### config.mk
export PLATFORM = sky130hd
export DESIGN_NAME = ssr_bins
export DESIGN_NICKNAME = d
export VERILOG_FILES = /design/src/rtl/ssr_bins.sv
export SDC_FILE = /design/constraint.sdc
export NUM_CORES = 1
export LEC_CHECK = 0
export BUFFER_PORTS_ARGS = -buffer_cell sky130_fd_sc_hd__buf_2
export CAP_MARGIN = 20
export CORE_MARGIN = 5
export CORE_UTILIZATION = 45
export CTS_BUF_LIST = sky130_fd_sc_hd__clkbuf_2 sky130_fd_sc_hd__clkbuf_4 sky130_fd_sc_hd__clkbuf_8
export CTS_CLUSTER_DIAMETER = 60
export CTS_CLUSTER_SIZE = 24
export DETAILED_ROUTE_END_ITERATION = 10
export PLACE_DENSITY = 0.71
export SLEW_MARGIN = 20
export SYNTH_ARGS = -nofsm -noshare
export SYNTH_HDL_FRONTEND = slang
export SYNTH_SLANG_ARGS = --single-unit
### constraint.sdc
create_clock -name clock -period 5.6 [get_ports clock]
set_clock_uncertainty 0.1 [all_clocks]
set_input_delay 0.28 -clock clock [delete_from_list [all_inputs] [get_ports clock]]
set_output_delay 0.28 -clock clock [all_outputs]
set_load 0.01 [all_outputs]
### src/rtl/ssr_bins.sv
// Per-cluster sum and count memory, one write port, one registered read port.
module ssr_bins #(
   parameter int DEPTH = 16,
   parameter int AW = 4,
   parameter int DW = 57
) (
   input  logic          clock,
   input  logic          wr_en,
   input  logic [AW-1:0] wr_addr,
   input  logic [DW-1:0] wr_data,
   input  logic [AW-1:0] rd_addr,
   output logic [DW-1:0] rd_data
);
   logic [DW-1:0] mem [DEPTH];
   logic [DW-1:0] rd_data_ff;

   always_ff @(posedge clock) begin
      if (wr_en) begin
         mem[wr_addr] <= wr_data;
      end
      rd_data_ff <= mem[rd_addr];
   end

   assign rd_data = rd_data_ff;
endmodule

## After elaboration in Yosys (flattened, before gate mapping)

Memories as Yosys holds them, arrays and structs flattened. A register that Yosys moved wholly into a read port is not among the register bits.
Cells that the tools add are included.

| word-level totals | value |
|---|---|
| register bits | 0 |
| RAM bits | 912 |
| bits of input ports | 67 |
| output and inout bits | 57 |
| logic and storage cells | 3 |
| memories | 1 |

| operators by class | value |
|---|---|
| multiplexer cells | 2 |

Memory list:

| memory | words | bits a word | rd ports | clocked after Yosys merged registers in | wr ports | line | RTL |
|---|---|---|---|---|---|---|---|
| mem | 16 | 57 | 1 | 1 | 1 | 14 | `logic [DW-1:0] mem [DEPTH];` |

Operators with widths:

| cell | count |
|---|---|
| $mux W1 | 2 |

## Longest topological paths before layout

| depth | value |
|---|---|
| depth after elaboration | 2 |
| gate-level depth with buffers | 6 |

## Worst setup path after synthesis

No wires, ideal clock.

| path | value |
|---|---|
| path type | in2reg |
| start point | in wr_addr[2] |
| end point | mem mem[0][0], enable pin |
| arrival time | 4.674 ns |
| data required time | 4.957 ns |
| setup slack | 0.283 ns |
| cell stages on the path | 2 |
| path through | or3b_2 > nor3_1 |

RTL lines:

| what | line | RTL |
|---|---|---|
| from (decl) | 9 | `input logic [AW-1:0] wr_addr,` |
| to (decl) | 14 |  |

No word-level cell before the write port.

==> results.sh <==
export IMPL_timing_worst_slew_pin_value_ps=1110
export IMPL_rsz0062_at_grt="false"
export IMPL_setup_violations_final=0
export IMPL_totalWireLength_um=73000
export IMPL_synth_largest_area_cell="edfxtp_1"
export IMPL_mean_routed_wirelength_per_cell_um=26.6
export IMPL_final_nets=1734
export IMPL_ys_async_sr_fraction_pct=0
export IMPL_gpl_final_weighted_congestion=0.715
export IMPL_die_y_um=290
export IMPL_timing_critical_path_slowest_stage_cell="buf_4"
export IMPL_met3_wirelength_um=5140
export IMPL_synth_cell_type_count=18
export IMPL_endpoint_kind="register"
export IMPL_m1WireLength_um=31400
export IMPL_htree_levels=2
export IMPL_synth_most_common_cell="edfxtp_1"
export IMPL_first_drt_pass_iteration_count=5
export IMPL_worst_setup_path_start_kind="primary input"
export IMPL_hold_viol_final=0
export IMPL_synth_area_per_cell_um2=24.0
export IMPL_mappedNetlistNets=1537
export IMPL_clkTransAtPathRegs_ps=130
export IMPL_fill_cells=6138
export IMPL_io_pins=124
export IMPL_syn_instance_count=1470
export IMPL_vias_in_the_first_global_route=16600
export IMPL_route_detailed_vias_per_inst=5.74
export IMPL_power_mw=12.1
export IMPL_grt_first_pass_wirelength_um=109000
export IMPL_critical_path_cell_chain="buf_8 -> buf_4 -> mux4_2 -> a22oi_1 -> nand2_1"
export IMPL_timing_max_cap_violations=0
export IMPL_clock_sinks=969
export IMPL_seq_area_frac_synth_pct=80.9
export IMPL_root_buffer="clkbuf_8"
export IMPL_syn_area_um2=35300
export IMPL_grt_overflow=0
export IMPL_final_min_clock_period_ps=2050
export IMPL_drv_slew=0
export IMPL_antenna_found_initial=8
export IMPL_grt_max_degree=103
export IMPL_status="finished clean"
export IMPL_powerDensity_nw_per_um2=311
export IMPL_timing_critical_path_fanout_max=102
export IMPL_flow_area_growth_from_synthesis_pct=10.4
export IMPL_drt_first_iter_violations=1718
export IMPL_drt_drc_violations_left=0
export IMPL_timing_fmax_ghz=0.488
export IMPL_highest_signal_layer="met5"
export IMPL_clkLatencyLatePin_ps=690
export IMPL_clock_tree_from_tritoncts="built"
export IMPL_setup_worst_path_class="primary input to register"
export IMPL_yosys_most_used_dff="edfxtp_1"
export IMPL_synth_area_top_cells="edfxtp_1 (78%), mux4_2 (15%), dfxtp_1 (3.2%)"
export IMPL_cts_buffers=51
export IMPL_ant_nets=0
export IMPL_worstPathArrival_ps=2530
export IMPL_min_delay_path_class="primary input to register"
export IMPL_initial_utilization_pct=45.4
export IMPL_placed_cell_area_um2=37300
export IMPL_ir_drop_mv=0.198
export IMPL_post_dp_hpwl_um=36500
export IMPL_timing_slew_headroom_pct=26.2
export IMPL_cts_repair_resized=0
export IMPL_synth_enable_flop_cells=912
export IMPL_fin_tns_setup_ps=0
export IMPL_die_x_um=290
export IMPL_dr_total_vias=15800
export IMPL_buffer_ports_inserted=123
export IMPL_placement_rows=102
export IMPL_clockBufferDepth=3
export IMPL_cp_slowest_stage_delay_ps=750
export IMPL_yosysWarnings=0
export IMPL_p_leak_nw=12.2
export IMPL_layout_drive_gt1_share_pct=29.4
export IMPL_synthDominantCellAreaShare_pct=77.7
export IMPL_wl_met2_um=35500
export IMPL_synth_seq_cells=969
export IMPL_period_share_pct=36.6
export IMPL_floorplan_core_area_um2=77600
export IMPL_worst_endpoint_required_ps=6080
export IMPL_final_cell_area_um2=38900
export IMPL_global_route_usage_over_all_layers_pct=17.1
export IMPL_synth_commonest_cells="edfxtp_1 (912), mux4_2 (228), a22oi_1 (114)"
export IMPL_die_area_um2=84000
cells by family (layout without fill, tap and decap cells):
logic type             count (synthesis)  in the layout  share of synthesized area [%]
multiplexers                         228            228                           14.6
buffers and inverters                 75            311                           1.10
other                                  0              4                              0
AO/OA/AOI/OAI                        114            114                           2.43
flip-flops                           969            969                           80.9
AND/OR/NAND/NOR                       84             84                          0.983
routing by layer:
layer  global-route usage, %  vias to the layer above
met1                    25.4                     8545
met3                    3.19                       76
met2                    27.6                      534
li1                        -                     6628
met5                       0                        -
met4                    2.68                        6
critical path: cells and delay by family:
kind | cells | cell delay, ps
AOI/OAI and AO/OA | 1 | 270
and+or+nand+nor | 1 | 110
buffers and inverters | 2 | 1340
muxes | 1 | 410
cells in the final DEF (no fill, tap or decap):
| cell | n |
|---|---|
| dfxtp_1 | 57 |
| buf_12 | 3 |
| nand2_1 | 58 |
| clkinvlp_4 | 2 |
| diode_2 | 4 |
| buf_8 | 2 |
| nand3_1 | 1 |
| clkbuf_8 | 55 |
| nor3_2 | 4 |
| buf_2 | 121 |
| and2_4 | 1 |
| inv_6 | 2 |
| dlygate4sd3_1 | 57 |
| nor2b_4 | 2 |
| inv_8 | 4 |
| edfxtp_1 | 912 |
| clkinv_2 | 3 |
| inv_12 | 2 |
| clkinv_4 | 4 |
| or3b_2 | 1 |
| nand2b_1 | 2 |
| nor2_4 | 13 |
| a22oi_1 | 114 |
| buf_16 | 1 |
| nand3b_1 | 2 |
| clkinv_1 | 1 |
| buf_4 | 35 |
| clkbuf_4 | 19 |
| mux4_2 | 228 |
through the flow:
step | worst slack (ps) | hold WS, ps | utilization [%] | cells
floorplan | 283 | 279 | - | 1470
global route | 3420 | 47.7 | 50.2 | 2747
global placement | 2850 | 533 | 48.0 | 2596
finish | 3550 | 70.9 | 50.2 | 2750
CTS | 3580 | 16.6 | 50.1 | 2745
detailed placement | 2810 | 555 | 48.0 | 2596
report_power, final:
| group | internal (mW) | total (mW) | switching (mW) | leakage, nW |
|---|---|---|---|---|
| clock | 1.10 | 3.21 | 2.11 | 0.561 |
| combinational | 0.308 | 0.724 | 0.416 | 2.94 |
| sequential | 8.10 | 8.15 | 0.0581 | 8.72 |
sequential cells by signal (all words and copies together) (netlist names):
signal / count
mem: 912
rd_data: 57
area by class of cell:
class	instances	area, µm²	share of cell area (%)
tap	1040	1300	3.34
timing repair buffer	219	1560	4.00
clock buffer	74	900	2.31
multi-input combinational	426	6470	16.6
sequential	969	28500	73.3
antenna	4	10.0	0.0257
clock inverter	18	164	0.421
final timing paths:
| kind | startpoint | endpoint | slack (ps) | cells after the start |
|---|---|---|---|---|
| hold reg to reg | mem[12][38] | rd_data[38] | 570 | 3 |
| setup / recovery | rd_addr[1] | rd_data[0] | 3550 | 5 |
| hold / removal | wr_addr[3] | mem[3][28] | 70 | 3 |
| setup reg to reg | mem[1][53] | rd_data[53] | 4120 | 3 |
what timing repair did:
action | CTS | global route
setup buffers | 0 | 0
endpoints found under the hold margin | 912 | 0
hold buffers | 57 | 0
Note: power is estimated with default switching activity, not from simulation.
