`src/rtl/ssr_pkg.sv`:
```
// Shared types and constants of the silhouette row scorer.
package ssr_pkg;
   localparam int FRAC_BITS = 16;
   localparam int QW = FRAC_BITS + 1;
   typedef logic [QW-1:0] frac_type;
   typedef logic signed [15:0] q15_type;
   localparam frac_type FRAC_ONE = frac_type'(1) << FRAC_BITS;
   localparam q15_type Q15_MAX = 16'sh7fff;
endpackage

```
`src/rtl/ssr_div.sv`:
```
// Restoring fraction divider: floor(num/den * 2^16), one quotient bit a cycle.
module ssr_div #(
   parameter int W = 57
) (
   input  logic            clock,
   input  logic            reset,
   input  logic            start,
   input  logic [W-1:0]    num,
   input  logic [W-1:0]    den,
   output logic            done,
   output ssr_pkg::frac_type quo
);
   logic [W-1:0] rem_ff, rem_in, den_ff;
   ssr_pkg::frac_type quo_ff, quo_in;
   logic [4:0] cnt_ff, cnt_in;
   logic done_ff, done_in;
   logic [W:0] twice;

   always_comb begin
      rem_in  = rem_ff;
      quo_in  = quo_ff;
      cnt_in  = cnt_ff;
      done_in = 1'b0;
      twice   = {rem_ff, 1'b0};
      if (start) begin
         if (num >= den) begin
            quo_in  = ssr_pkg::FRAC_ONE;
            cnt_in  = 5'd0;
            done_in = 1'b1;
         end else begin
            rem_in = num;
            quo_in = '0;
            cnt_in = 5'(ssr_pkg::FRAC_BITS);
         end
      end else if (cnt_ff != 5'd0) begin
         if (twice >= {1'b0, den_ff}) begin
            rem_in = W'(twice - {1'b0, den_ff});
            quo_in = {quo_ff[ssr_pkg::QW-2:0], 1'b1};
         end else begin
            rem_in = W'(twice);
            quo_in = {quo_ff[ssr_pkg::QW-2:0], 1'b0};
         end
         cnt_in = cnt_ff - 5'd1;
         if (cnt_ff == 5'd1) begin
            done_in = 1'b1;
         end
      end
   end

   always_ff @(posedge clock) begin
      if (reset) begin
         cnt_ff  <= '0;
         done_ff <= 1'b0;
      end else begin
         cnt_ff  <= cnt_in;
         done_ff <= done_in;
      end
      rem_ff <= rem_in;
      quo_ff <= quo_in;
      if (start) begin
         den_ff <= den;
      end
   end

   assign done = done_ff;
   assign quo  = quo_ff;
endmodule

```
`config.mk`:
```
export PLATFORM = sky130hd
export DESIGN_NAME = ssr_div
export DESIGN_NICKNAME = d
export VERILOG_FILES = /design/src/rtl/ssr_pkg.sv /design/src/rtl/ssr_div.sv
export SDC_FILE = /design/constraint.sdc
export NUM_CORES = 1
export LEC_CHECK = 0
export BUFFER_PORTS_ARGS = -buffer_cell sky130_fd_sc_hd__clkbuf_2
export CAP_MARGIN = 20
export CORE_UTILIZATION = 60
export CTS_BUF_LIST = sky130_fd_sc_hd__clkbuf_8
export DETAILED_ROUTE_END_ITERATION = 7
export GPL_TIMING_DRIVEN = 0
export PLACE_DENSITY_LB_ADDON = 0.15
export SLEW_MARGIN = 20
export SYNTH_ARGS = -nofsm -noshare
export SYNTH_HDL_FRONTEND = slang
export SYNTH_SLANG_ARGS = --single-unit
```
`constraint.sdc`:
```
create_clock -name clock -period 6.3 [get_ports clock]
set_clock_uncertainty 0.15 [all_clocks]
set_input_delay 0.63 -clock clock [delete_from_list [all_inputs] [get_ports clock]]
set_output_delay 0.63 -clock clock [all_outputs]
set_load 0.02 [all_outputs]
```
# Word-level counts from Yosys, hierarchy flattened
# Cells that the tools add are included.
dict set report totals {
  word_cells 29
  output_inout_bits 18
  regBits 137
  inputBits 117
}
dict set report classes {
  n_lt_le_gt_ge 2
  add_sub_neg 2
  mux 15
  reduce_logical 3
  eq_ne 2
}
# cell count
set ops {}
lappend ops {{$mux 57} 4}
lappend ops {{$ge 58x57->1} 1}
lappend ops {{$ge 57x57->1} 1}
lappend ops {{$sub 57x57->57} 1}
lappend ops {{$mux 17} 3}
lappend ops {{$mux 5} 3}
lappend ops {{$eq 5x1->1 const B} 1}
lappend ops {{$mux 1} 5}
lappend ops {{$reduce_bool 5->1} 1}
lappend ops {{$sub 5x1->5 const B} 1}
lappend ops {{$ne 2x2->1 const B} 1}
lappend ops {{$reduce_and 2->1} 1}
lappend ops {{$reduce_bool 2->1} 1}

# Depth between registers and ports, before layout
dict set report logic_depth {
  ltp_word 4
  depth_mapped 15
}

# Least setup slack after synthesis
# No wires, ideal clock.
dict set report synth_path {
  path_kind {input port to flip-flop}
  startpoint {input port den[34]}
  endpoint {register rem_ff[0], enable pin}
  setup_time_ns 0.506
  slack_ns 0.542
  cell_stages 11
  t_arrival_ns 5.102
  required_ns 5.644
  cell_sequence {inv_1 -> ha_1 -> a21o_1 -> a21o_1 -> a21o_1 -> a21o_1 -> a21o_1 -> a21oi_1 -> o221a_2 -> o21ai_0 -> a31oi_1}
}
dict set report synth_between {
  elab_chain_len 3
}
# item line_no
set synth_rtl {}
lappend synth_rtl {{from (decl)} ssr_div.sv:9} ;# input logic [W-1:0] den,
lappend synth_rtl {{$ge 57x57->1} ssr_div.sv:26} ;# if (num >= den) begin
lappend synth_rtl {{$ne 2x2->1 (no source line)} --}
lappend synth_rtl {{$reduce_and 2->1 (no source line)} --}
lappend synth_rtl {{to (signal assigned)} ssr_div.sv:58} ;# rem_ff <= rem_in;
lappend synth_rtl {{to (decl)} ssr_div.sv:13} ;# logic [W-1:0] rem_ff, rem_in, den_ff;
# No other way between the ends.
# A chain may end at the register's enable or synchronous reset.

# Worst setup path after layout
dict set report layout_path {
  startpoint {register rem_ff[36]}
  endpoint {register rem_ff[1] (data pin)}
}
dict set report layout_between {
  elab_chain_len 4
}
# item line_no
set layout_rtl {}
lappend layout_rtl {{$ge 58x57->1} ssr_div.sv:36} ;# if (twice >= {1'b0, den_ff}) begin
lappend layout_rtl {{$mux 57} ssr_div.sv:36}
lappend layout_rtl {{$mux 57} ssr_div.sv:35} ;# end else if (cnt_ff != 5'd0) begin
lappend layout_rtl {{$mux 57} ssr_div.sv:25} ;# if (start) begin
lappend layout_rtl {{named net rem_in[1]} ssr_div.sv:13}
# The timed path passes the listed nets, and every way through them passes these cells. The select of a mux whose other input is x is not followed.

==> impl_metrics.csv <==
group,metric,value,unit
logic_synthesis,synth_warnings,0,
power_and_ir_drop,p_per_area,423,nW/um^2
logic_synthesis,synth_xor_area_share,4.00,%
clock_tree,hold_buffers,0,
floorplan,start_util,61.2,%
detailed_routing,drc_errors,0,
worst_setup_path,r2r_slack,2.04,ns
sta,finalHoldViolations,0,
finish,area_growth,14.0,%
worst_setup_path,crit_chain,"ha_1, buf_2, a21oi_1, o21ai_0, a221o_1, a31oi_1, a2bb2oi_1, nand3_2, a21boi_2, clkbuf_1, o21ai_0, mux2_2",
power_and_ir_drop,vdd_drop_max,0.252,mV
placement,place.gp.congestion,0.955,
finish,drive_gt1_share,16.9,%
worst_setup_path,required,6.38,ns
logic_synthesis,synth_fa_ha_area_share,14.1,%
power_and_ir_drop,pwr-share-comb,55.0,%
worst_setup_path,critPathMaxStageDelay,0.67,ns
logic_synthesis,synth_top_area_cell,"edfxtp_1",
detailed_routing,vias,9175,
finish,antenna_cells,0,
logic_synthesis,netlist_area,10500,um^2
worst_setup_path,cp_max_fo,10,
detailed_routing,post_drt_wl_per_cell,18.6,um
sta,finalCriticalPeriod,4.26,ns
placement,numPortBuffers,134,
placement,hpwl,21700,um
power_and_ir_drop,p_sw,2.20,mW
job,max-cap-violations,0,
logic_synthesis,ys_async_sr_fraction,0,%
min_path,min_to,"den_ff[21]",
floorplan,num_io_pins,135,
worst_setup_path,startpoint_type,"flop",
logic_synthesis,synth_area_leaders,"edfxtp_1 (37%), ha_1 (14%), inv_1 (4.7%), a21oi_1 (4.5%), o21ai_0 (4.0%)",
power_and_ir_drop,pwr-share-clk,16.1,%
logic_synthesis,ys_seq_elements,137,
worst_setup_path,slowest_stage,"clkbuf_1",
logic_synthesis,synth_top_family_by_area,"compound AO/OA/AOI/OAI gates",
logic_synthesis,yosys.area_share.simple,13.0,%
clock_tree,cts.sinks,137,
logic_synthesis,postSynthCellCount,1135,
clock_tree,clkTransAtPathRegs,0.09,ns
worst_setup_path,cp_data_arrival_time,4.34,ns
logic_synthesis,synth.net_count,1370,
floorplan,rows,48,
min_path,min_delay_path_depth,1,
logic_synthesis,synth-edff-count,131,
global_routing,track_usage,32.3,%
sta,fmax,235,MHz
detailed_routing,initialDrtViolationCount,874,
floorplan,fp.dieW,134,um
floorplan,dieArea,18100,um^2
worst_setup_path,crit_family,"compound AO/OA/AOI/OAI gates",
worst_setup_path,crit_top_cell,"o21ai_0",
worst_setup_path,endpoint_kind,"flop",
detailed_routing,viasPerCell,6.00,
sta,setup_viol,0,
clock_tree,cts_htree_levels,4,
logic_synthesis,synth-compound-area-share,20.2,%
clock_tree,numCtsBuffers,17,
detailed_routing,routed_wl,28400,um
detailed_routing,drtPass1Iterations,6,
logic_synthesis,synth_top_area_share,37.4,%
logic_synthesis,muxShareOfSynthArea,3.43,%
outcome,status,"finished clean",
sta,rsz0062_at_grt,"false",
clock_tree,ctsRootBufferMaster,"clkbuf_8",
clock_tree,cts_buffer_depth,2,
finish,fin_nets,1526,
worst_setup_path,worst-path-buf-inv,2,
sta,finalCritPeriodShare,67.7,%
logic_synthesis,avgSynthCellArea,9.26,um^2
floorplan,design.core.area,17200,um^2
detailed_routing,postRouteAntennaNets,0,
logic_synthesis,ys_seq_area_share,38.6,%
placement,place_inst,1497,
finish,layout_common_cells,"inv_1 (133), clkbuf_2 (133), edfxtp_1 (131)",
clock_tree,postCtsSetupBuffers,0,
power_and_ir_drop,internal-power,2.87,mW
worst_setup_path,r2r-start,"rem_ff[36]",
sta,maxSlewViolCount,0,
clock_tree,clkLatencyLatePin,0.47,ns
worst_setup_path,worst-r2r-cell-count,12,
placement,placed_cell_area,11600,um^2
power_and_ir_drop,leakagePower,5.48,nW
sta,tightest_slew,0.915,ns
finish,stdcell_area,12000,um^2
min_path,hold_class,"in2reg",
global_routing,grt_start_max_net_pins,34,
global_routing,antenna_found_initial,0,
placement,dp_slack,1.62,ns
global_routing,grt_pass1_wl,44700,um
finish,fin_cells,1529,
sta,fin_ws,2.04,ns
logic_synthesis,ys.flop_type,"edfxtp_1",
global_routing,overflow,0,
global_routing,grt_pass1_vias,8818,
worst_setup_path,r2r-end,"rem_ff[1]",
worst_setup_path,path_class,"reg2reg",
logic_synthesis,yosysUniqueCellTypes,62,
sta,slew_headroom,38.3,%
power_and_ir_drop,netSwitchingFraction,43.3,%
clock_tree,cts_resized,0,
finish,fin_util,69.8,%
power_and_ir_drop,sequentialPowerShare,29.0,%
floorplan,die-height,134,um
min_path,hp-start,"den[21]",
clock_tree,cts_tree,"built",
-- cells in the mapped netlist, types with 4 or more instances --
cell type	n
inv_1	133
edfxtp_1	131
ha_1	117
nand2_1	103
a21oi_1	94
o21ai_0	83
a21o_1	55
nor2_1	48
clkbuf_1	38
mux2_2	32
nand4_1	30
xnor2_1	27
nor2b_1	24
o21a_1	23
xor2_1	21
nor3_1	18
a31oi_1	13
nand3_1	13
o21bai_1	11
a211oi_1	10
buf_2	9
o211ai_1	9
and3_1	8
nor4_1	8
dfxtp_1	6
nand2b_1	6
a221o_1	5
and2_1	4
o21ai_1	4
-- cell families after synthesis --
| family | after synthesis |
|---|---|
| AOI/OAI and AO/OA | 338 |
| and+or+nand+nor | 280 |
| adders and majority gates | 118 |
| xor gates and xnor gates | 48 |
| DFF | 137 |
| buffers and inverters | 182 |
| muxes | 32 |
-- state kept, by name, indices dropped and copies added, names as in the netlist --
name / count
done: 1
rem_ff: 57
quo: 17
cnt_ff: 5
den_ff: 57
-- stage by stage --
step | setup TNS, ns | hold WS, ns | power (mW)
3_3_place_gp | -103.43 | 0.359 | 4.12
4_1_cts | 0 | 0.181 | 5.02
2_1_floorplan | 0 | 0.335 | 3.48
5_1_grt | 0 | 0.184 | 5.41
3_5_place_dp | 0 | 0.367 | 4.19
6_report | 0 | 0.199 | 5.07
-- worst register-to-register path: stages (launching register included) --
cell,delay (ns)
edfxtp_1,0.42
ha_1,0.30
buf_2,0.17
a21oi_1,0.18
o21ai_0,0.16
a221o_1,0.33
a31oi_1,0.27
a2bb2oi_1,0.29
nand3_2,0.18
a21boi_2,0.36
clkbuf_1,0.67
o21ai_0,0.24
mux2_2,0.31
-- how the worst max path moves through the flow --
| stage | startpoint | end | slack [ns] | cells past startpoint |
|---|---|---|---|---|
| final | rem_ff[36] | rem_ff[1] | 2.04 | 12 |
| after detailed placement | den[22] | rem_ff[29] | 1.62 | 13 |
| after global placement | den[1] | rem_ff[29] | -1.82 | 12 |
| after global routing | den[1] | rem_ff[28] | 1.84 | 14 |
| after floorplan | den[34] | rem_ff[0] | 0.54 | 11 |
| after CTS | den[22] | rem_ff[56] | 2.13 | 13 |
-- power by group through the flow --
stage	combinational, mW	sequential [mW]	clock, mW
finish	2.79	1.47	0.815
detailed placement	2.71	1.48	0
global placement	2.63	1.49	0
floorplan	1.98	1.50	0
global route	3.06	1.49	0.855
CTS	2.73	1.46	0.822
-- area by class of cell --
type	count	area [um^2]
Multi-Input combinational cell	816	5770
Fill cell	1364	5190
Sequential cell	137	4050
Timing Repair Buffer	137	748
Inverter	134	503
Tap cell	225	282
Clock buffer	17	234
Buffer	48	199
Clock inverter	15	195
-- per-layer routing --
layer,vias up,routed length [um],global-route usage (%)
met5,-,0,0
met4,0,760,11.4
met3,56,1920,4.50
met2,400,13600,54.8
met1,4298,12100,42.0
li1,4421,-,-
No activity file was read; power rests on OpenSTA's default activity.
